File: src/design/prege_pkg.sv
// ----------------------------------------------------------------------------
// prege_pkg
// shared types and constants of the pairwise repulsion energy and gradient block
// ----------------------------------------------------------------------------
package prege_pkg;

    localparam int IDX_W     = 16;
    localparam int COORD_W   = 20;
    localparam int DIFF_W    = COORD_W + 1;
    localparam int R0_W      = 14;
    localparam int WGT_W     = 16;
    localparam int SQ_W      = 42;
    localparam int LEN_W     = 21;
    localparam int WS_W      = WGT_W + R0_W;
    localparam int PROD_W    = WS_W + R0_W;
    localparam int ETERM_W   = 26;
    localparam int ESHIFT    = 18;
    localparam int GRAD_W    = 24;
    localparam int QUO_W     = GRAD_W - 1;
    localparam int SUM_W     = 47;
    localparam int IN_DATA_W  = 168;
    localparam int OUT_DATA_W = 184;
    localparam int OUT_USER_W = 2;

    localparam logic [WGT_W-1:0] WEIGHT_RESET = WGT_W'(256);
    localparam logic [SQ_W-1:0]  ROOT_BIT_INIT = SQ_W'(1) << (SQ_W - 2);

    localparam logic [1:0] AXIS_X = 2'd0;
    localparam logic [1:0] AXIS_Y = 2'd1;
    localparam logic [1:0] AXIS_Z = 2'd2;

    localparam int CNT_W = 5;
    localparam logic [CNT_W-1:0] ROOT_LAST = CNT_W'(LEN_W - 1);
    localparam logic [CNT_W-1:0] DIV_LAST  = CNT_W'(QUO_W - 1);

    typedef struct packed {
        logic       load;
        logic       sq_step;
        logic       root_step;
        logic       prep;
        logic       emul;
        logic       gmul;
        logic       div_step;
        logic       gstore;
        logic       finish;
        logic [1:0] axis;
    } prege_cmd_t;

    typedef struct packed {
        logic out_busy;
    } prege_status_t;

endpackage

File: src/design/pairwise_repulsion_energy_gradient_top.sv
// ----------------------------------------------------------------------------
// pairwise_repulsion_energy_gradient_top
// harmonic repulsion energy and gradient for one atom pair per transaction
// ----------------------------------------------------------------------------
// One pair is worked on at a time. From acceptance it passes through squaring,
// one axis a cycle, the bit-per-cycle square root, the energy product, then
// three passes of one multiply, 23 restoring divide steps and a store, one per
// axis, and a move of the result to the output register. The serial divider,
// run once per axis, takes up most of that sequence. The next pair is taken in
// the cycle after the result is moved. A finished result waits in the output
// register, so the next pair may be computed while it is still waiting; the
// block takes a new pair once the previous one has been moved to that register.
// The running energy total is reported with each result and cleared after the
// result marked last.
module pairwise_repulsion_energy_gradient_top (
    input  logic         clk,
    input  logic         rst_n,
    // register port: repulsion weight in 1/256 units
    input  logic         cfg_wen,
    input  logic [15:0]  cfg_wdata,
    // input pair stream
    input  logic         s_tvalid,
    output logic         s_tready,
    // first_atom, second_atom, first_x, first_y, first_z, second_x, second_y,
    // second_z, contact_distance, zero fill
    input  logic [167:0] s_tdata,
    input  logic         s_tlast,      // last_pair
    // result stream
    output logic         m_tvalid,
    input  logic         m_tready,
    // out_first_atom, out_second_atom, energy_term, grad_x, grad_y, grad_z,
    // energy_total, zero fill
    output logic [183:0] m_tdata,
    output logic [1:0]   m_tuser,      // violating, coincident
    output logic         m_tlast       // total_final
);
    import prege_pkg::*;

    logic [WGT_W-1:0] weight_reg;
    prege_cmd_t       cmd;
    prege_status_t    status;

    // weight register: the user must write it only while no pair is in flight; the block does not enforce this
    always_ff @(posedge clk or negedge rst_n)
    begin
        if (!rst_n)
        begin
            weight_reg <= WEIGHT_RESET;
        end
        else if (cfg_wen)
        begin
            weight_reg <= cfg_wdata;
        end
    end

    prege_ctrl u_ctrl (
        .clk      (clk),
        .rst_n    (rst_n),
        .s_tvalid (s_tvalid),
        .s_tready (s_tready),
        .status   (status),
        .cmd      (cmd)
    );

    prege_dp u_dp (
        .clk         (clk),
        .rst_n       (rst_n),
        .cmd         (cmd),
        .status      (status),
        .s_tdata     (s_tdata),
        .s_tlast     (s_tlast),
        .pair_weight (weight_reg),
        .m_tvalid    (m_tvalid),
        .m_tready    (m_tready),
        .m_tdata     (m_tdata),
        .m_tuser     (m_tuser),
        .m_tlast     (m_tlast)
    );

`ifndef SYNTHESIS
    // one pair at a time: an accepted transaction makes the input side busy
    assert property (@(posedge clk) disable iff (!rst_n)
        (s_tvalid && s_tready) |=> !s_tready)
        else $error("input accepted while a pair is in flight");

    // a pair that does not violate carries no energy and no gradient
    assert property (@(posedge clk) disable iff (!rst_n)
        (m_tvalid && !m_tuser[0]) |-> (m_tdata[57:32] == 26'd0
            && m_tdata[129:58] == 72'd0))
        else $error("non-violating pair with non-zero terms");

    // coincident atoms give a zero gradient
    assert property (@(posedge clk) disable iff (!rst_n)
        (m_tvalid && m_tuser[1]) |-> (m_tdata[129:58] == 72'd0))
        else $error("coincident pair with non-zero gradient");
`endif

endmodule

File: src/design/prege_ctrl.sv
// ----------------------------------------------------------------------------
// prege_ctrl
// sequencer stepping one pair through square, root, multiply and divide phases
// ----------------------------------------------------------------------------
module prege_ctrl (
    input  logic                    clk,
    input  logic                    rst_n,
    input  logic                    s_tvalid,
    output logic                    s_tready,
    input  prege_pkg::prege_status_t status,
    output prege_pkg::prege_cmd_t    cmd
);
    import prege_pkg::*;

    localparam logic [2:0] ST_IDLE = 3'd0;
    localparam logic [2:0] ST_SQ   = 3'd1;
    localparam logic [2:0] ST_ROOT = 3'd2;
    localparam logic [2:0] ST_PREP = 3'd3;
    localparam logic [2:0] ST_EMUL = 3'd4;
    localparam logic [2:0] ST_GMUL = 3'd5;
    localparam logic [2:0] ST_DIV  = 3'd6;
    localparam logic [2:0] ST_DONE = 3'd7;

    logic [2:0]       state_reg, state_next;
    logic [CNT_W-1:0] cnt_reg, cnt_next;
    logic [1:0]       axis_reg, axis_next;

    always_ff @(posedge clk or negedge rst_n)
    begin
        if (!rst_n)
        begin
            state_reg <= ST_IDLE;
            cnt_reg   <= '0;
            axis_reg  <= AXIS_X;
        end
        else
        begin
            state_reg <= state_next;
            cnt_reg   <= cnt_next;
            axis_reg  <= axis_next;
        end
    end

    always_comb
    begin
        state_next = state_reg;
        cnt_next   = cnt_reg;
        axis_next  = axis_reg;
        cmd        = '0;
        cmd.axis   = axis_reg;
        s_tready   = 1'b0;
        case (state_reg)
            ST_IDLE:
            begin
                s_tready = 1'b1;
                if (s_tvalid)
                begin
                    cmd.load   = 1'b1;
                    axis_next  = AXIS_X;
                    state_next = ST_SQ;
                end
            end
            ST_SQ:
            begin
                cmd.sq_step = 1'b1;
                if (axis_reg == AXIS_Z)
                begin
                    axis_next  = AXIS_X;
                    cnt_next   = '0;
                    state_next = ST_ROOT;
                end
                else
                begin
                    axis_next = axis_reg + 2'd1;
                end
            end
            ST_ROOT:
            begin
                cmd.root_step = 1'b1;
                cnt_next      = cnt_reg + CNT_W'(1);
                if (cnt_reg == ROOT_LAST)
                begin
                    state_next = ST_PREP;
                end
            end
            ST_PREP:
            begin
                cmd.prep   = 1'b1;
                state_next = ST_EMUL;
            end
            ST_EMUL:
            begin
                cmd.emul   = 1'b1;
                axis_next  = AXIS_X;
                state_next = ST_GMUL;
            end
            ST_GMUL:
            begin
                cmd.gmul   = 1'b1;
                cnt_next   = '0;
                state_next = ST_DIV;
            end
            ST_DIV:
            begin
                if (cnt_reg == DIV_LAST + CNT_W'(1))
                begin
                    // quotient complete: sign and store this axis
                    cmd.gstore = 1'b1;
                    if (axis_reg == AXIS_Z)
                    begin
                        state_next = ST_DONE;
                    end
                    else
                    begin
                        axis_next  = axis_reg + 2'd1;
                        state_next = ST_GMUL;
                    end
                end
                else
                begin
                    cmd.div_step = 1'b1;
                    cnt_next     = cnt_reg + CNT_W'(1);
                end
            end
            ST_DONE:
            begin
                if (!status.out_busy)
                begin
                    cmd.finish = 1'b1;
                    state_next = ST_IDLE;
                end
            end
            default:
            begin
                state_next = ST_IDLE;
            end
        endcase
    end

endmodule

File: src/design/prege_dp.sv
// ----------------------------------------------------------------------------
// prege_dp
// datapath: squared distance, bitwise root, energy and gradient multipliers, serial divider
// ----------------------------------------------------------------------------
module prege_dp (
    input  logic                                  clk,
    input  logic                                  rst_n,
    input  prege_pkg::prege_cmd_t                 cmd,
    output prege_pkg::prege_status_t              status,
    input  logic [prege_pkg::IN_DATA_W-1:0]       s_tdata,
    input  logic                                  s_tlast,
    input  logic [prege_pkg::WGT_W-1:0]           pair_weight,
    output logic                                  m_tvalid,
    input  logic                                  m_tready,
    output logic [prege_pkg::OUT_DATA_W-1:0]      m_tdata,
    output logic [prege_pkg::OUT_USER_W-1:0]      m_tuser,
    output logic                                  m_tlast
);
    import prege_pkg::*;

    logic [IDX_W-1:0]  fa_reg, sa_reg;
    logic [DIFF_W-1:0] dabs_reg [3];
    logic [2:0]        dneg_reg;
    logic [R0_W-1:0]   r0_reg;
    logic              last_reg;
    logic [SQ_W-1:0]   v_reg, root_reg, bit_reg;
    logic [R0_W-1:0]   s_reg;
    logic [WS_W-1:0]   ws_reg;
    logic              viol_reg, coinc_reg;
    logic [ETERM_W-1:0] eterm_reg;
    logic [LEN_W-1:0]  rem_reg;
    logic [QUO_W-1:0]  q_reg;
    logic signed [GRAD_W-1:0] grad_reg [3];
    logic [SUM_W-1:0]  sum_reg;

    logic signed [COORD_W-1:0] c1 [3];
    logic signed [COORD_W-1:0] c2 [3];
    logic signed [DIFF_W-1:0]  dsig [3];
    logic [DIFF_W-1:0]   dabs_sel;
    logic [SQ_W-1:0]     sq_prod;
    logic [SQ_W-1:0]     trial;
    logic [R0_W-1:0]     s_c;
    logic [PROD_W-1:0]   eprod, gprod;
    logic [LEN_W-1:0]    den;
    logic [LEN_W:0]      div_t;
    logic                div_ge;
    logic [GRAD_W-1:0]   mag_ext;
    logic [ETERM_W-1:0]  eterm_sel;
    logic [SUM_W:0]      sum_add;
    logic [SUM_W-1:0]    sum_sat;
    logic                grad_on;

    assign c1[0] = s_tdata[51:32];
    assign c1[1] = s_tdata[71:52];
    assign c1[2] = s_tdata[91:72];
    assign c2[0] = s_tdata[111:92];
    assign c2[1] = s_tdata[131:112];
    assign c2[2] = s_tdata[151:132];

    always_comb
    begin
        for (int i = 0; i < 3; i++)
        begin
            dsig[i] = DIFF_W'(c1[i]) - DIFF_W'(c2[i]);
        end
    end

    always_comb
    begin
        case (cmd.axis)
            AXIS_X:  dabs_sel = dabs_reg[0];
            AXIS_Y:  dabs_sel = dabs_reg[1];
            AXIS_Z:  dabs_sel = dabs_reg[2];
            default: dabs_sel = '0;
        endcase
    end

    assign sq_prod = SQ_W'(dabs_sel) * SQ_W'(dabs_sel);
    assign trial   = root_reg + bit_reg;
    assign s_c     = r0_reg - root_reg[R0_W-1:0];
    assign eprod   = PROD_W'(ws_reg) * PROD_W'(s_reg);
    assign gprod   = PROD_W'(ws_reg) * PROD_W'(dabs_sel[R0_W-1:0]);
    assign den     = {root_reg[R0_W-1:0], 7'b0};
    assign div_t   = {rem_reg, q_reg[QUO_W-1]};
    assign div_ge  = div_t >= {1'b0, den};
    assign mag_ext = {1'b0, q_reg};

    // datapath payload registers
    always_ff @(posedge clk)
    begin
        if (cmd.load)
        begin
            fa_reg   <= s_tdata[15:0];
            sa_reg   <= s_tdata[31:16];
            r0_reg   <= s_tdata[165:152];
            last_reg <= s_tlast;
            for (int i = 0; i < 3; i++)
            begin
                dabs_reg[i] <= dsig[i][DIFF_W-1] ? DIFF_W'(-dsig[i]) : dsig[i];
                dneg_reg[i] <= dsig[i][DIFF_W-1];
            end
            v_reg    <= '0;
            root_reg <= '0;
            bit_reg  <= ROOT_BIT_INIT;
        end
        if (cmd.sq_step)
        begin
            v_reg <= v_reg + sq_prod;
        end
        if (cmd.root_step)
        begin
            if (v_reg >= trial)
            begin
                v_reg    <= v_reg - trial;
                root_reg <= (root_reg >> 1) + bit_reg;
            end
            else
            begin
                root_reg <= root_reg >> 1;
            end
            bit_reg <= bit_reg >> 2;
        end
        if (cmd.prep)
        begin
            viol_reg  <= root_reg < SQ_W'(r0_reg);
            coinc_reg <= root_reg == '0;
            s_reg     <= s_c;
            ws_reg    <= WS_W'(pair_weight) * WS_W'(s_c);
        end
        if (cmd.emul)
        begin
            eterm_reg <= eprod[PROD_W-1:ESHIFT];
        end
        if (cmd.gmul)
        begin
            rem_reg <= gprod[PROD_W-1:QUO_W];
            q_reg   <= gprod[QUO_W-1:0];
        end
        if (cmd.div_step)
        begin
            rem_reg <= div_ge ? LEN_W'(div_t - {1'b0, den}) : div_t[LEN_W-1:0];
            q_reg   <= {q_reg[QUO_W-2:0], div_ge};
        end
        if (cmd.gstore)
        begin
            // gradient takes the sign opposite to the coordinate difference
            case (cmd.axis)
                AXIS_X:  grad_reg[0] <= dneg_reg[0] ? mag_ext : -mag_ext;
                AXIS_Y:  grad_reg[1] <= dneg_reg[1] ? mag_ext : -mag_ext;
                AXIS_Z:  grad_reg[2] <= dneg_reg[2] ? mag_ext : -mag_ext;
                default: ;
            endcase
        end
    end

    assign grad_on   = viol_reg && !coinc_reg;
    assign eterm_sel = viol_reg ? eterm_reg : '0;
    assign sum_add   = {1'b0, sum_reg} + (SUM_W+1)'(eterm_sel);
    assign sum_sat   = sum_add[SUM_W] ? '1 : sum_add[SUM_W-1:0];

    always_ff @(posedge clk or negedge rst_n)
    begin
        if (!rst_n)
        begin
            sum_reg  <= '0;
            m_tvalid <= 1'b0;
        end
        else
        begin
            if (cmd.finish)
            begin
                sum_reg  <= last_reg ? '0 : sum_sat;
                m_tvalid <= 1'b1;
            end
            else if (m_tready)
            begin
                m_tvalid <= 1'b0;
            end
        end
    end

    always_ff @(posedge clk)
    begin
        if (cmd.finish)
        begin
            m_tdata <= {7'b0, sum_sat,
                        grad_on ? grad_reg[2] : GRAD_W'(0),
                        grad_on ? grad_reg[1] : GRAD_W'(0),
                        grad_on ? grad_reg[0] : GRAD_W'(0),
                        eterm_sel, sa_reg, fa_reg};
            m_tuser <= {coinc_reg, viol_reg};
            m_tlast <= last_reg;
        end
    end

    assign status.out_busy = m_tvalid && !m_tready;

endmodule
File: config.mk
export PLATFORM = sky130hd
export DESIGN_NAME = pairwise_repulsion_energy_gradient_top
export DESIGN_NICKNAME = d
export VERILOG_FILES = /design/src/design/prege_pkg.sv /design/src/design/pairwise_repulsion_energy_gradient_top.sv /design/src/design/prege_ctrl.sv /design/src/design/prege_dp.sv
export SDC_FILE = /design/constraint.sdc
export NUM_CORES = 2
export LEC_CHECK = 0
export ABC_AREA = 1
export BUFFER_PORTS_ARGS = -buffer_cell sky130_fd_sc_hd__buf_2
export CORE_MARGIN = 2
export CORE_UTILIZATION = 30
export CTS_CLUSTER_DIAMETER = 60
export DETAILED_ROUTE_END_ITERATION = 8
export PLACE_DENSITY = 0.42
export SYNTH_ARGS = -nofsm -noshare
export SYNTH_HDL_FRONTEND = slang
export SYNTH_HIERARCHICAL = 1
export SYNTH_SLANG_ARGS = --single-unit
export TNS_END_PERCENT = 20
File: constraint.sdc
create_clock -name clk -period 18.87 [get_ports clk]
set_input_delay 3.774 -clock clk [delete_from_list [all_inputs] [get_ports clk]]
set_output_delay 3.774 -clock clk [all_outputs]
set_load 0.01 [all_outputs]
# After elaboration in Yosys (flattened, before gate mapping)
# Memories as Yosys holds them, arrays and structs flattened. A register that Yosys moved wholly into a read port is not among the register bits.
# Index checks and enable logic that the tools add are counted.
# totals
wordCells	159
in_bits	190
output_inout_bits	189
mem_count	2
register_bits	453
ramBits	135
# mem_list
memory	depth	width	read_ports	rd_clocked_by_memory_dff	wr	line_no	text
u_dp.grad_reg	3	24	3	3	1	prege_dp.sv:33	logic signed [GRAD_W-1:0] grad_reg [3];
u_dp.dabs_reg	3	21	3	0	3	prege_dp.sv:22	logic [DIFF_W-1:0] dabs_reg [3];
# classes
n_mux	71
reduce_logical	20
magnitude_cmp	3
n_mul	4
eq_ne	18
addsub	16
# ops
op	count
two-way mux 42 bit	7
two-way mux 21 bit	6
two-way mux 24 bit	5
two-way mux 47 bit	2
multiplier 30 x 14 -> 44 bit	2
two-way mux 39 bit	2
negation 21 bit	3
case mux 21 bit (3 select lines)	1
subtractor 20 x 20 -> 21 bit	3
adder 47 x 26 -> 48 bit	1
OR reduction 24 bit	2
two-way mux 23 bit	2
adder 41 x 41 -> 42 bit	1
adder 42 x 41 -> 42 bit	1
adder 42 bit	1
greater-or-equal comparator 42 bit	1
zero test 42 bit	1
< comparator 42 x 14 -> 1 bit	1
multiplier 21 x 21 -> 42 bit	1
subtractor 42 bit	1
multiplier 16 x 14 -> 30 bit	1
two-way mux 1 bit	27
two-way mux 26 bit	1
negation 23 -> 24 bit	1
other kinds (28)	58

# Depth between registers and ports, before layout
# logic_depth
ltp_word	8
mapped_depth	37
mapped_depth_nobuf	37

# Modules after synthesis
# Netlist, hierarchy kept.
# by_module_without_submodules
mod	area_per_inst_um2	instances	cells_each	seq_area_each_um2
prege_dp	89010.4	1	11383	18367.6
prege_ctrl	825.8	1	116	250.2
pairwise_repulsion_energy_gradient_top	645.6	1	68	401.6

# Least setup slack after synthesis
# Ideal clock, no wire load.
# synth_timing
kind	input to register
from	in m_tready
to	reg u_dp.sum_reg[24]
setup_time_ns	0.083
required_time_ns	18.787
slack_ns	-1.760
n_path_buf	1
t_arrival_ns	20.547
cell_stages	7
cell_sequence	nor2_1 > nor3_1 > clkinv_1 > nor2_1 > inv_1 > clkbuf_1 > o21ai_0
# synth_rtl
element	line_no	text
from (decl)	pairwise_repulsion_energy_gradient_top.sv:30	input logic m_tready,
to (signal assigned)	prege_dp.sv:172	sum_reg <= last_reg ? '0 : sum_sat;
to (decl)	prege_dp.sv:34	logic [SUM_W-1:0] sum_reg;

# Worst setup path after layout
# layout_timing
from	reg u_ctrl.axis_reg[0]
to	reg u_dp.v_reg[40]
# layout_via
elab_chain_cells	7
elab_cells_between_ends	9
classes_between	add/sub: 1; mul: 1; eq/ne: 2; mux: 4; reduce/logical: 1
# layout_lines
element	line_no	text
from (decl)	prege_ctrl.sv:26	logic [1:0] axis_reg, axis_next;
from (signal assigned)	prege_ctrl.sv:40	axis_reg <= axis_next;
equality test 2 bit, or another cell as far along	prege_dp.sv:70	case (cmd.axis)
case mux 21 bit (3 select lines) (*)	prege_dp.sv:70	
multiplier 21 x 21 -> 42 bit (*)	prege_dp.sv:78	assign sq_prod = SQ_W'(dabs_sel) * SQ_W'(dabs_sel);
adder 42 bit (*)	prege_dp.sv:108	v_reg <= v_reg + sq_prod;
two-way mux 42 bit (*)	prege_dp.sv:106	if (cmd.sq_step)
two-way mux 42 bit	prege_dp.sv:112	if (v_reg >= trial)
two-way mux 42 bit (*)	prege_dp.sv:110	if (cmd.root_step)
to (signal assigned)	prege_dp.sv:108	
to (signal assigned)	prege_dp.sv:114	v_reg <= v_reg - trial;
to (decl)	prege_dp.sv:26	logic [SQ_W-1:0] v_reg, root_reg, bit_reg;
# Mark *: on every way between the ends. The rest lies on a longest branch, timed or not.
# A chain may end at the register's enable or synchronous reset.

==> results.cfg <==
[clock_tree]
clk_pin_slew_ns = 0.06
htreeDepth = 3
tritoncts = built
insertion_delay_ns = 0.83
clkSinkCount = 660
cts_setup_buffers = 0
hold_buffers = 0
cts-root-buf = clkbuf_16
ctsResizeCount = 0
numCtsBuffers = 98
clockBufferDepth = 4

[timing]
setup_viol = 0
rsz0062_at_grt = false
period_needed_ns = 9.29
finClkSkew_ns = 0.0700
slew_viol_final = 0
fmaxAchievable_mhz = 108
period_share_pct = 49.2
setup_tns_ns = 0
relSlewSlack_pct = 12.3
finalHoldViolations = 0
tightest_slew_ns = 1.30

[worst_hold_path]
holdCritPathClass = reg -> reg
worstHoldStart = u_dp/sa_reg[15]
holdPathEnd = u_dp/m_tdata[31]
hold_depth = 0

[status]
status = complete, no violations

[critical_path]
critPathArrivalTime_ns = 9.98
setup.worst_path.class = reg -> reg
critPathSlowestCell = a21oi_1
critPathLaunchType = flop
cp_common_cell = fa_1
critPathMaxFanout = 18
max_stage_delay_ns = 0.83
cp.required_ns = 19.56
crit_path_end_kind = flop
rr_worst_depth = 27
r2r-start = u_ctrl/axis_reg[0]
rrSetupSlack_ns = 9.58
regToRegEndpoint = u_dp/v_reg[40]

[grt]
track_usage_pct = 19.1
grt_busiest_layer = met2
grt_pass1_vias = 78000
gr-total-overflow = 0
use_met1_pct = 28.2
gr-usage-met2_pct = 30.3
antenna_found_initial = 4
grt_pass1_wl_um = 459000
use_met3_pct = 1.84
grt_max_degree = 117

[floorplan]
initial_core_util_pct = 30.2
pin_count = 379
num_rows = 201
dieArea_um2 = 306000
die_h_um = 553
core_area_um2 = 300000
fp.dieW_um = 553

[logic_synthesis]
postSynthCellCount = 11600
synth_area_per_cell_um2 = 7.82
yosys.area.top_type_share_pct = 26.2
synthTopCellsByArea = fa_1 (26%), edfxtp_1 (18%), nand2_1 (12%)
synth-edff-count = 543
yosysMostFrequentCell = nand2_1
synth_common_cells = nand2_1 (2,969), inv_1 (2,626), fa_1 (1,186)
yosysSeqAreaShare_pct = 21.0
synthArstFlopShare_pct = 11.2
synth_area_leader_cell = fa_1
yosys_warnings = 6
synth_cell_type_count = 75
synth-seq-cells = 660
synth_flop_cell = edfxtp_1
synth_area_um2 = 90500

[drt]
drc_errors = 0
wl_per_cell_um = 18.3
vias = 74500
ant_nets = 0
dr.pass1.iters = 5
drt-initial-drc-count = 4790
drt_wl_total_um = 290000
vias_per_cell = 4.71

[place]
hpwlAfterDp_um = 234000
gp_congestion = 0.914
portBuffers = 369

[final_layout]
filler_cell_count = 32000
drive_above_1_share_pct = 6.79
largest_reg_flops = 177
nets = 13800
synthToLayoutAreaGrowth_pct = 10.5

[job]
maxCapViolations = 0
[layout make-up]
type                            instances  area, um^2  area share [%]
Sequential cell                       660       19000            19.0
Timing Repair Buffer                  468        2610            2.61
Clock inverter                         69         861           0.861
Tap cell                             3958        4950            4.95
Clock buffer                          105        2510            2.51
Inverter                             2656        9980            9.98
Antenna cell                            3        7.51         0.00751
Multi-Input combinational cell       7907       60000            60.1
[routing by layer]
layer,share of wire (%),vias up
met4,1.7,0
met3,4.1,257
met5,0,-
li1,-,35800
met1,50,36800
met2,44,1624
[cells by family after synthesis]
group	synth area share (%)
muxes	0.0124
AOI/OAI and AO/OA	7.47
and+or+nand+nor	20.5
other	0.00414
buffers and inverters	12.7
DFF	21.0
xor gates and xnor gates	2.71
adders and majority gates	35.6
[metrics by stage]
step                hold slack (ns)  cell area [um^2]  util [%]  cells  worst slack (ns)
detailed placement            0.405             96600      32.2  15600              9.71
global route                  0.421            100000      33.3  15800              9.05
floorplan                     0.400             90500         -  11600              5.07
CTS                           0.412            100000      33.3  15800              9.61
global placement              0.400             96600      32.2  15600              9.72
finish                        0.410            100000      33.3  15800              9.58
[placed cells by master (no fill, tap or decap), types with 18 or more instances in the layout]
cell,n
nand2_1,2968
inv_1,2622
fa_1,1186
nor2_1,802
ha_1,676
edfxtp_1,543
a21oi_1,472
o21ai_0,438
nand3_1,373
buf_2,368
xor2_1,179
clkbuf_16,99
buf_4,99
xnor2_1,99
nand4_1,83
nor3_1,83
dfrtp_1,73
o21ai_1,67
dfxtp_1,43
o21bai_1,40
a31oi_1,37
or2_2,37
nor4_1,36
nand3b_1,36
nand2_2,35
a21o_1,32
inv_2,29
o21a_1,24
nor2_2,20
a21boi_0,18
[how the worst max path moves through the flow]
stage,start,end,slack [ns],cells after the start
after floorplan,m_tready,u_dp/sum_reg[24],5.07,7
after global placement,u_ctrl/axis_reg[0],u_dp/v_reg[40],9.72,27
after detailed placement,u_ctrl/axis_reg[0],u_dp/v_reg[38],9.71,28
after CTS,u_ctrl/axis_reg[0],u_dp/v_reg[38],9.61,28
after global routing,u_ctrl/axis_reg[0],u_dp/v_reg[38],9.05,31
final,u_ctrl/axis_reg[0],u_dp/v_reg[40],9.58,27
[worst max-delay path, delay by kind of cell (launching register included)]
family	cells	cell delay, ns
AOI/OAI and AO/OA	4	1.90
adders and majority gates	8	3.89
buffers and inverters	7	1.51
DFF	1	0.50
and+or+nand+nor	8	1.32
Power is left out: the tool's default activity adds up to more than one toggle a clock period on the data nets, which glitch-free logic cannot reach.
